<file path="src/rtl/core/assert_macros.svh">
// ---------------------------------------------------------------------------
// assert_macros.svh
// Concurrent assertion shorthands, clocked, disabled while in reset.
// ---------------------------------------------------------------------------
`ifndef ASSERT_MACROS_SVH
`define ASSERT_MACROS_SVH

// same-cycle implication
`define ASSERT_IMPL(label, clk, rst_n, ante, cons) \
	label: assert property (@(posedge clk) disable iff (!rst_n) (ante) |-> (cons)) \
		else $error("assertion failed");

// next-cycle implication
`define ASSERT_NEXT(label, clk, rst_n, ante, cons) \
	label: assert property (@(posedge clk) disable iff (!rst_n) (ante) |=> (cons)) \
		else $error("assertion failed");

`endif

</file>
<file path="src/rtl/core/lkvc_pkg.sv">
// ---------------------------------------------------------------------------
// lkvc_pkg
// Types and constants shared by the LRU key/value cache.
// ---------------------------------------------------------------------------
package lkvc_pkg;

	localparam int CFG_W = 5;
	localparam logic [CFG_W-1:0] CAP_RESET = 5'd16;

	localparam logic ACT_GET = 1'b0;
	localparam logic ACT_PUT = 1'b1;

	typedef struct packed {
		logic               action;
		logic signed [31:0] key;
		logic signed [31:0] value;
	} req_t;

	typedef struct packed {
		logic               hit;
		logic signed [31:0] read_value;
		logic               evicted;
	} rsp_t;

	// broadcast to every entry for the request being processed
	typedef struct packed {
		logic               go;
		logic               put;
		logic               any_hit;
		logic               evict;
		logic signed [31:0] key;
		logic signed [31:0] value;
	} entry_cmd_t;

	typedef struct packed {
		logic valid;
		logic match;
		logic victim;
	} entry_sts_t;

endpackage

</file>
<file path="src/rtl/core/lru_key_value_cache.sv">
// ---------------------------------------------------------------------------
// lru_key_value_cache
// Fully associative key/value cache with least-recently-used replacement.
// ---------------------------------------------------------------------------
// Takes one get or put request per clock while req_stall is low. A request
// is registered on acceptance and resolved, once the response register is
// free, against all ENTRIES entries at once (parallel key compare, rank
// update, victim and free-slot pick); its response is then held in the
// response register, and the sustained rate is one request per cycle
// while the receiver does not stall. Ranks stay a dense
// permutation of 0..count-1, so the eviction victim is the valid entry
// whose rank equals count-1. The capacity setting is taken as 1 when 0 and
// clamped to ENTRIES; write it only while the cache is idle.
`include "assert_macros.svh"

module lru_key_value_cache #(
	parameter int ENTRIES = 16
) (
	input  logic                          clk,
	input  logic                          arst_n,
	input  logic                          req_valid,
	output logic                          req_stall,
	input  lkvc_pkg::req_t                req,
	output logic                          rsp_valid,
	input  logic                          rsp_stall,
	output lkvc_pkg::rsp_t                rsp,
	input  logic                          cfg_valid,
	output logic                          cfg_ready,
	input  logic [lkvc_pkg::CFG_W-1:0]    cfg_data
);

	localparam int RANK_W = (ENTRIES > 1) ? $clog2(ENTRIES) : 1;
	localparam int CNT_W  = $clog2(ENTRIES + 1);
	localparam int CMP_W  = (CNT_W > lkvc_pkg::CFG_W) ? CNT_W : lkvc_pkg::CFG_W;

	logic                        s1_valid_q;
	lkvc_pkg::req_t              req_s1;
	logic [lkvc_pkg::CFG_W-1:0]  cap_q;
	logic [CNT_W-1:0]            cnt_q;
	logic                        rsp_valid_q;
	lkvc_pkg::rsp_t              rsp_q;

	logic                        out_free;
	logic                        proc;
	logic                        is_put;
	logic                        any_hit;
	logic                        miss_put;
	logic                        full;
	logic                        evict;
	logic [CMP_W-1:0]            eff_cap;
	logic [CNT_W-1:0]            cnt_dec;
	logic [RANK_W-1:0]           last_rank;
	logic [RANK_W-1:0]           hit_rank;
	logic signed [31:0]          hit_value;

	lkvc_pkg::entry_cmd_t        cmd;
	lkvc_pkg::entry_sts_t        sts [ENTRIES];
	logic [RANK_W-1:0]           rank_hit [ENTRIES];
	logic signed [31:0]          value_hit [ENTRIES];
	logic [ENTRIES-1:0]          valid_vec;
	logic [ENTRIES-1:0]          match_vec;
	logic [ENTRIES-1:0]          victim_vec;
	logic [ENTRIES-1:0]          free_vec;
	logic [ENTRIES-1:0]          fill_vec;

	// handshake
	assign out_free  = !rsp_valid_q || !rsp_stall;
	assign proc      = s1_valid_q && out_free;
	assign req_stall = s1_valid_q && !out_free;
	assign rsp_valid = rsp_valid_q;
	assign rsp       = rsp_q;
	assign cfg_ready = 1'b1;

	always_ff @(posedge clk or negedge arst_n) begin
		if (!arst_n) begin
			s1_valid_q <= 1'b0;
		end else if (!req_stall) begin
			s1_valid_q <= req_valid;
		end
	end

	always_ff @(posedge clk) begin
		if (req_valid && !req_stall) begin
			req_s1 <= req;
		end
	end

	always_ff @(posedge clk or negedge arst_n) begin
		if (!arst_n) begin
			cap_q <= lkvc_pkg::CAP_RESET;
		end else if (cfg_valid && cfg_ready) begin
			cap_q <= cfg_data;
		end
	end

	// lookup
	always_comb begin
		for (int i = 0; i < ENTRIES; i++) begin
			valid_vec[i]  = sts[i].valid;
			match_vec[i]  = sts[i].match;
			victim_vec[i] = sts[i].victim;
		end
	end

	always_comb begin
		hit_rank  = '0;
		hit_value = '0;
		for (int i = 0; i < ENTRIES; i++) begin
			hit_rank  = hit_rank | rank_hit[i];
			hit_value = hit_value | value_hit[i];
		end
	end

	assign is_put  = (req_s1.action == lkvc_pkg::ACT_PUT);
	assign any_hit = |match_vec;

	always_comb begin
		if (cap_q == '0) begin
			eff_cap = CMP_W'(1);
		end else if (CMP_W'(cap_q) > CMP_W'(ENTRIES)) begin
			eff_cap = CMP_W'(ENTRIES);
		end else begin
			eff_cap = CMP_W'(cap_q);
		end
	end

	assign full      = CMP_W'(cnt_q) >= eff_cap;
	assign miss_put  = is_put && !any_hit;
	assign evict     = miss_put && full;
	assign cnt_dec   = cnt_q - CNT_W'(1);
	assign last_rank = cnt_dec[RANK_W-1:0];

	// lowest free slot, counting the victim as free
	assign free_vec = ~valid_vec | (evict ? victim_vec : '0);
	assign fill_vec = (proc && miss_put) ? (free_vec & (~free_vec + ENTRIES'(1))) : '0;

	assign cmd.go      = proc;
	assign cmd.put     = is_put;
	assign cmd.any_hit = any_hit;
	assign cmd.evict   = evict;
	assign cmd.key     = req_s1.key;
	assign cmd.value   = req_s1.value;

	for (genvar g = 0; g < ENTRIES; g++) begin : g_entry
		lkvc_entry #(
			.RANK_W(RANK_W)
		) u_entry (
			.clk       (clk),
			.arst_n    (arst_n),
			.cmd       (cmd),
			.fill      (fill_vec[g]),
			.hit_rank  (hit_rank),
			.last_rank (last_rank),
			.sts       (sts[g]),
			.rank_hit  (rank_hit[g]),
			.value_hit (value_hit[g])
		);
	end

	always_ff @(posedge clk or negedge arst_n) begin
		if (!arst_n) begin
			cnt_q <= '0;
		end else if (proc && miss_put && !evict) begin
			cnt_q <= cnt_q + CNT_W'(1);
		end
	end

	// response register
	always_ff @(posedge clk or negedge arst_n) begin
		if (!arst_n) begin
			rsp_valid_q <= 1'b0;
		end else if (out_free) begin
			rsp_valid_q <= proc;
		end
	end

	always_ff @(posedge clk) begin
		if (proc) begin
			rsp_q.hit        <= any_hit;
			rsp_q.read_value <= (!is_put && any_hit) ? hit_value : '0;
			rsp_q.evicted    <= evict;
		end
	end

	`ASSERT_IMPL(a_cnt_matches_valid, clk, arst_n, 1'b1, $countones(valid_vec) == cnt_q)
	`ASSERT_IMPL(a_single_match, clk, arst_n, s1_valid_q, $onehot0(match_vec))
	`ASSERT_IMPL(a_victim_unique, clk, arst_n, proc && evict, $onehot(victim_vec))
	`ASSERT_NEXT(a_evict_reported, clk, arst_n, proc && evict, rsp_valid_q && rsp_q.evicted)

endmodule

</file>
<file path="src/rtl/core/lkvc_entry.sv">
// ---------------------------------------------------------------------------
// lkvc_entry
// One cache entry: key/value storage, valid bit, recency rank and compare.
// ---------------------------------------------------------------------------
module lkvc_entry #(
	parameter int RANK_W = 4
) (
	input  logic                    clk,
	input  logic                    arst_n,
	input  lkvc_pkg::entry_cmd_t    cmd,
	input  logic                    fill,
	input  logic [RANK_W-1:0]       hit_rank,
	input  logic [RANK_W-1:0]       last_rank,
	output lkvc_pkg::entry_sts_t    sts,
	output logic [RANK_W-1:0]       rank_hit,
	output logic signed [31:0]      value_hit
);

	logic                valid_q;
	logic [RANK_W-1:0]   rank_q;
	logic signed [31:0]  key_q;
	logic signed [31:0]  value_q;
	logic                match;
	logic                victim;

	assign match  = valid_q && (key_q == cmd.key);
	assign victim = valid_q && (rank_q == last_rank);

	assign sts.valid  = valid_q;
	assign sts.match  = match;
	assign sts.victim = victim;

	assign rank_hit  = match ? rank_q : '0;
	assign value_hit = match ? value_q : '0;

	always_ff @(posedge clk or negedge arst_n) begin
		if (!arst_n) begin
			valid_q <= 1'b0;
			rank_q  <= '0;
		end else if (cmd.go) begin
			if (cmd.any_hit) begin
				if (match) begin
					rank_q <= '0;
				end else if (valid_q && (rank_q < hit_rank)) begin
					rank_q <= rank_q + 1'b1;
				end
			end else if (cmd.put) begin
				if (fill) begin
					valid_q <= 1'b1;
					rank_q  <= '0;
				end else if (cmd.evict && victim) begin
					valid_q <= 1'b0;
					rank_q  <= '0;
				end else if (valid_q) begin
					rank_q <= rank_q + 1'b1;
				end
			end
		end
	end

	always_ff @(posedge clk) begin
		if (cmd.go && fill) begin
			key_q   <= cmd.key;
			value_q <= cmd.value;
		end else if (cmd.go && cmd.any_hit && cmd.put && match) begin
			value_q <= cmd.value;
		end
	end

endmodule

</file>
<file path="config.mk">
export PLATFORM = sky130hd
export DESIGN_NAME = lru_key_value_cache
export DESIGN_NICKNAME = d
export VERILOG_FILES = /design/src/rtl/core/lkvc_pkg.sv /design/src/rtl/core/lru_key_value_cache.sv /design/src/rtl/core/lkvc_entry.sv
export VERILOG_INCLUDE_DIRS = /design/src /design/src/rtl/core
export SDC_FILE = /design/constraint.sdc
export NUM_CORES = 2
export LEC_CHECK = 0
export ABC_AREA = 1
export BUFFER_PORTS_ARGS = -buffer_cell sky130_fd_sc_hd__buf_4
export CAP_MARGIN = 20
export CORE_MARGIN = 5
export CORE_UTILIZATION = 40
export CTS_CLUSTER_DIAMETER = 40
export CTS_CLUSTER_SIZE = 20
export DETAILED_ROUTE_END_ITERATION = 6
export SYNTH_ARGS = -nofsm -noshare
export SYNTH_HDL_FRONTEND = slang
export SYNTH_HIERARCHICAL = 1
export SYNTH_SLANG_ARGS = --single-unit
</file>
<file path="constraint.sdc">
create_clock -name clk -period 13.9 [get_ports clk]
set_input_delay 2.78 -clock clk [delete_from_list [all_inputs] [get_ports clk]]
set_output_delay 2.78 -clock clk [all_outputs]
set_load 0.02 [all_outputs]
</file>
==> results.md <==
- Setup repair after global routing left no endpoint under its margin.
- By count the netlist is led by sky130_fd_sc_hd__nand2_1, sky130_fd_sc_hd__inv_1, sky130_fd_sc_hd__edfxtp_1, sky130_fd_sc_hd__nor2_1, sky130_fd_sc_hd__nor3b_2.
- The type of destination of the critical path is a flip-flop.
- The initial cell density of the core is 0.401.
- The number of buffers and inverters on the critical path is 3.
- For this run, the detailed router's first-pass iteration total came to 6.
- Counting every net in the synthesized netlist gives 7,298.
- The clock period could shrink to 6.42 ns.
- The number of violations of the max-capacitance limit is 0.
- The hold violation total from the final report is 0.
- TritonCTS built the clock tree.
- The maximum number of pins on one net before global-route repair is 65.
- The average instance in the mapped netlist occupies 9.37 um^2.
- STA puts the critical path data required time at 14.40 ns.
- The initial antenna violation count was 1.
- The final setup TNS is 0 ns.
- The tree is rooted in a sky130_fd_sc_hd__clkbuf_16.
- The part of the cycle the worst path needs is 0.462.
- Walking the worst path, the cells encountered are buf_4 -> xor2_1 -> nor3_1 -> nand3b_2 -> buf_4 -> nor2_1 -> nor2_1 -> nand2_1 -> nor2_2 -> nand3_2 -> nor2_4 -> nand2_1 -> nand2_1 -> nand2_1 -> nor2_1 -> nand2_1 -> o21ai_4 -> buf_4.
- The via count of the first global-routing pass is 48,500.
- The critical path crosses 18 cells after its start point.
- The count of warnings emitted by yosys is 6.
- In the post-synthesis netlist, the biggest area contributors are sky130_fd_sc_hd__edfxtp_1, sky130_fd_sc_hd__nand2_1, sky130_fd_sc_hd__nor3b_2.
- Measured on the finished design, the core utilization comes to 0.462.
- Data arrives at the worst endpoint at 6.92 ns.
- The measured slew at the worst slew-check pin is 1.04 ns.
- The average vias per placed instance is 5.12.
- The most numerous cell type found on the critical path is sky130_fd_sc_hd__nand2_1.
- The worst hold slack is 0.484 ns.
- The cell count after synthesis came out at 7,152.
- Summed over all cells, the static leakage comes to 0.0329 uW.
- The power density over cell area is 146 nW/um^2.
- Relative to the synthesized area, the layout overhead comes to 15.2%.
- For this design, the CTS-stage hold fixing added 0 buffers.
- The detailed router finished its first iteration with 5,060 violations.
- The first global-routing pass estimated 302 mm of wire.
- In this run the core area contains 150 standard-cell rows.
- The share of synthesized flip-flops with an asynchronous set or reset is 0.0757.
- The longest clock path from root to sink contains 3 buffers.
- After clock tree synthesis, the clock-pin slew on the worst setup and hold paths is 0.06 ns.
- Input and output buffers added on the ports amount to 110.
- Tracing the worst setup path back leads to its startpoint at cmd[32].
- The congestion estimate from routability-driven global placement came to 0.924.
- The biggest area contributor in the post-synthesis netlist is sky130_fd_sc_hd__edfxtp_1.
- The flip-flop cell with the highest count after synthesis is sky130_fd_sc_hd__edfxtp_1.
- The endpoint of the most critical setup path is g_entry[5].u_entry/value_q[14].
- Of all nets on the critical path, the largest fanout is 44.
- In this run, post-CTS repair resized a total of 0 instances.
- Across the VDD grid, the largest voltage drop is 131 uV.
- The worst register-to-register path has a setup slack of 7.48 ns.
- The most numerous cell in the Yosys netlist is sky130_fd_sc_hd__nand2_1.
- The core box area is 167,000 um^2.
- Headroom to the max-slew limit came out at 0.309.
- The number of enable-type register cells in the synthesized netlist is 1,123.
- For this design, the slowest cell found on the critical path is sky130_fd_sc_hd__edfxtp_1.
- Setup violations remaining at the end of the flow were counted as 0.
- The worst clock skew is 0.0659 ns.
- The path depth of the worst reg2reg path is 18.
- Of the post-synthesis cell area, the dominant cell type holds 0.503.
- Of the cells placed in the final design, the portion with a size suffix greater than 1 is 0.147.
- In this design, the stage delay of the slowest critical-path cell is 1.02 ns.
- The run finished with clean final reports.
- The number of post-CTS setup repair buffers is 0.
- The number of nets still failing antenna checks after routing is 0.
- Once detailed placement completed, the half-perimeter wirelength came to 126 mm.
- Static timing analysis puts the maximum clock frequency at 156 MHz.
- The die area is 176,000 um^2.
- The die span in x is 419 um.
- In this run, synthesis produced a sequential element count of 1,215.
- For this run the aggregate overflow at the end of global routing stands at 0.
- Broken down by cell family, the worst path's largest delay share belongs to simple AND/OR/NAND/NOR gates.
- The clock net sink count is 1,215.
- The synthesized netlist contains 41 unique library cells.
- The worst setup path is launched from a flip-flop.
- The number of antenna repair diodes is 0.
- The worst register-to-register path begins at cmd[32].
- In this run the worst hold path is classified as flip-flop to flip-flop.
- The pre-CTS setup slack is 7.61 ns.
- The total via count in the routed design is 50,100.
- The mapped netlist covers 67,000 um^2.
- Wires add up to 204 mm.
- 112 I/O pins were placed.
- The depth of the CTS H-tree is 4.
- From bottom edge to top edge, the die measures 419 um.
- The sequential share of the synthesized area is 0.538.
- The final critical-path setup slack is 7.48 ns.
- The detailed-route wire length per cell is 20.8 um.
- The DRC violations left is 0.
- The critical register-to-register path endpoint is g_entry[5].u_entry/value_q[14].
- Across every metal layer, demand over resource in global routing totals 0.228.
- The clock network latency to the later pin of the worst-skew pair is 0.85 ns.
- The net total in the final layout is 7,560.
- The worst setup path is of the flip-flop to flip-flop kind.
- The CTS buffer count is 187.
- The max-slew violation count came to 0.
-- per-layer routing --
layer	global-route usage	share of wire	vias to the layer above
li1	-	-	23800
met1	0.316	0.44	24100
met2	0.364	0.45	1807
met3	0.0401	0.073	372
met4	0.0742	0.032	0
met5	0	0	-
-- state kept, by name, summed over array words and instances, names as in the netlist --
signal / flops
cmd: 64
rsp: 34
g_entry.u_entry/rank_q: 64
s1_valid_q: 1
g_entry.u_entry/value_q: 512
cnt_q: 5
rsp_valid: 1
g_entry.u_entry/valid_q: 16
g_entry.u_entry/key_q: 512
is_put: 1
cap_q: 5
-- per-stage QoR --
stage / cells / area [um^2] / total power (uW)
3_3_place_gp: 9427 / 70400 / 6380
4_1_cts: 9783 / 77200 / 11300
5_1_grt: 9783 / 77200 / 11800
6_report: 9783 / 77200 / 11300
3_5_place_dp: 9429 / 70500 / 6420
2_1_floorplan: 7152 / 67000 / 5830
-- report_power, final --
group	total [uW]	leakage, uW	internal [uW]	switching (uW)
sequential	4480	0.0113	4200	281
clock	4910	0.00319	2980	1930
combinational	1910	0.0185	631	1280
total	11300	0.0329	7810	3500
-- cell families (layout without fill, tap and decap cells) --
logic type	Yosys count	after routing	synth area share
muxes	1	1	0.000168
and+or+nand+nor	3925	3925	0.311
DFF	1215	1215	0.538
xor gates and xnor gates	166	166	0.0217
adders and majority gates	71	71	0.0133
AOI/OAI and AO/OA	270	270	0.0226
other	1	1	0.0000560
buffers and inverters	1503	1930	0.0934
-- cells in the final DEF, fill, tap and decap left out, types with 13 or more instances in the layout --
cell type and count:
sky130_fd_sc_hd__clkinv_8 13, sky130_fd_sc_hd__nand2_1 2158, sky130_fd_sc_hd__nor3b_2 416, sky130_fd_sc_hd__o22ai_1 16
sky130_fd_sc_hd__nor3_1 66, sky130_fd_sc_hd__o21ai_0 69, sky130_fd_sc_hd__o21ai_4 16, sky130_fd_sc_hd__ha_1 71
sky130_fd_sc_hd__nand4_4 16, sky130_fd_sc_hd__clkinvlp_4 21, sky130_fd_sc_hd__nor3b_1 113, sky130_fd_sc_hd__nor2_2 21
sky130_fd_sc_hd__nor4_1 144, sky130_fd_sc_hd__buf_4 221, sky130_fd_sc_hd__clkbuf_16 189, sky130_fd_sc_hd__edfxtp_1 1123
sky130_fd_sc_hd__inv_1 1351, sky130_fd_sc_hd__xnor2_1 112, sky130_fd_sc_hd__inv_6 24, sky130_fd_sc_hd__a41oi_1 32
sky130_fd_sc_hd__dfrtp_1 91, sky130_fd_sc_hd__nand3_1 152, sky130_fd_sc_hd__xor2_1 52, sky130_fd_sc_hd__bufinv_16 22
sky130_fd_sc_hd__nand3b_2 16, sky130_fd_sc_hd__clkinv_1 23, sky130_fd_sc_hd__nor2_1 577, sky130_fd_sc_hd__a21oi_1 130
sky130_fd_sc_hd__nor3_2 18, sky130_fd_sc_hd__or2_2 32, sky130_fd_sc_hd__nand4_1 167, sky130_fd_sc_hd__nor4_4 16
sky130_fd_sc_hd__clkinv_2 21, sky130_fd_sc_hd__clkinv_4 14
-- area by class of cell --
class | instances | area [um^2]
Fill cell | 15400 | 89700
Sequential cell | 1215 | 36000
Multi-Input combinational cell | 4434 | 24900
Inverter | 1353 | 5080
Clock buffer | 197 | 4760
Tap cell | 2204 | 2760
Clock inverter | 157 | 1910
Timing Repair Buffer | 223 | 1710
-- worst min path at each step --
stage,start,to,slack [ns],cells after the start
final,cnt_q[4],cnt_q[4],0.48,1
after global routing,s1_valid_q,rsp_valid,0.52,2
after CTS,cnt_q[4],cnt_q[4],0.49,1
after detailed placement,cnt_q[4],cnt_q[4],0.49,1
after global placement,cnt_q[4],cnt_q[4],0.47,1
after floorplan,s1_valid_q,rsp_valid,0.43,2
Power figures use the tool's default switching activity.
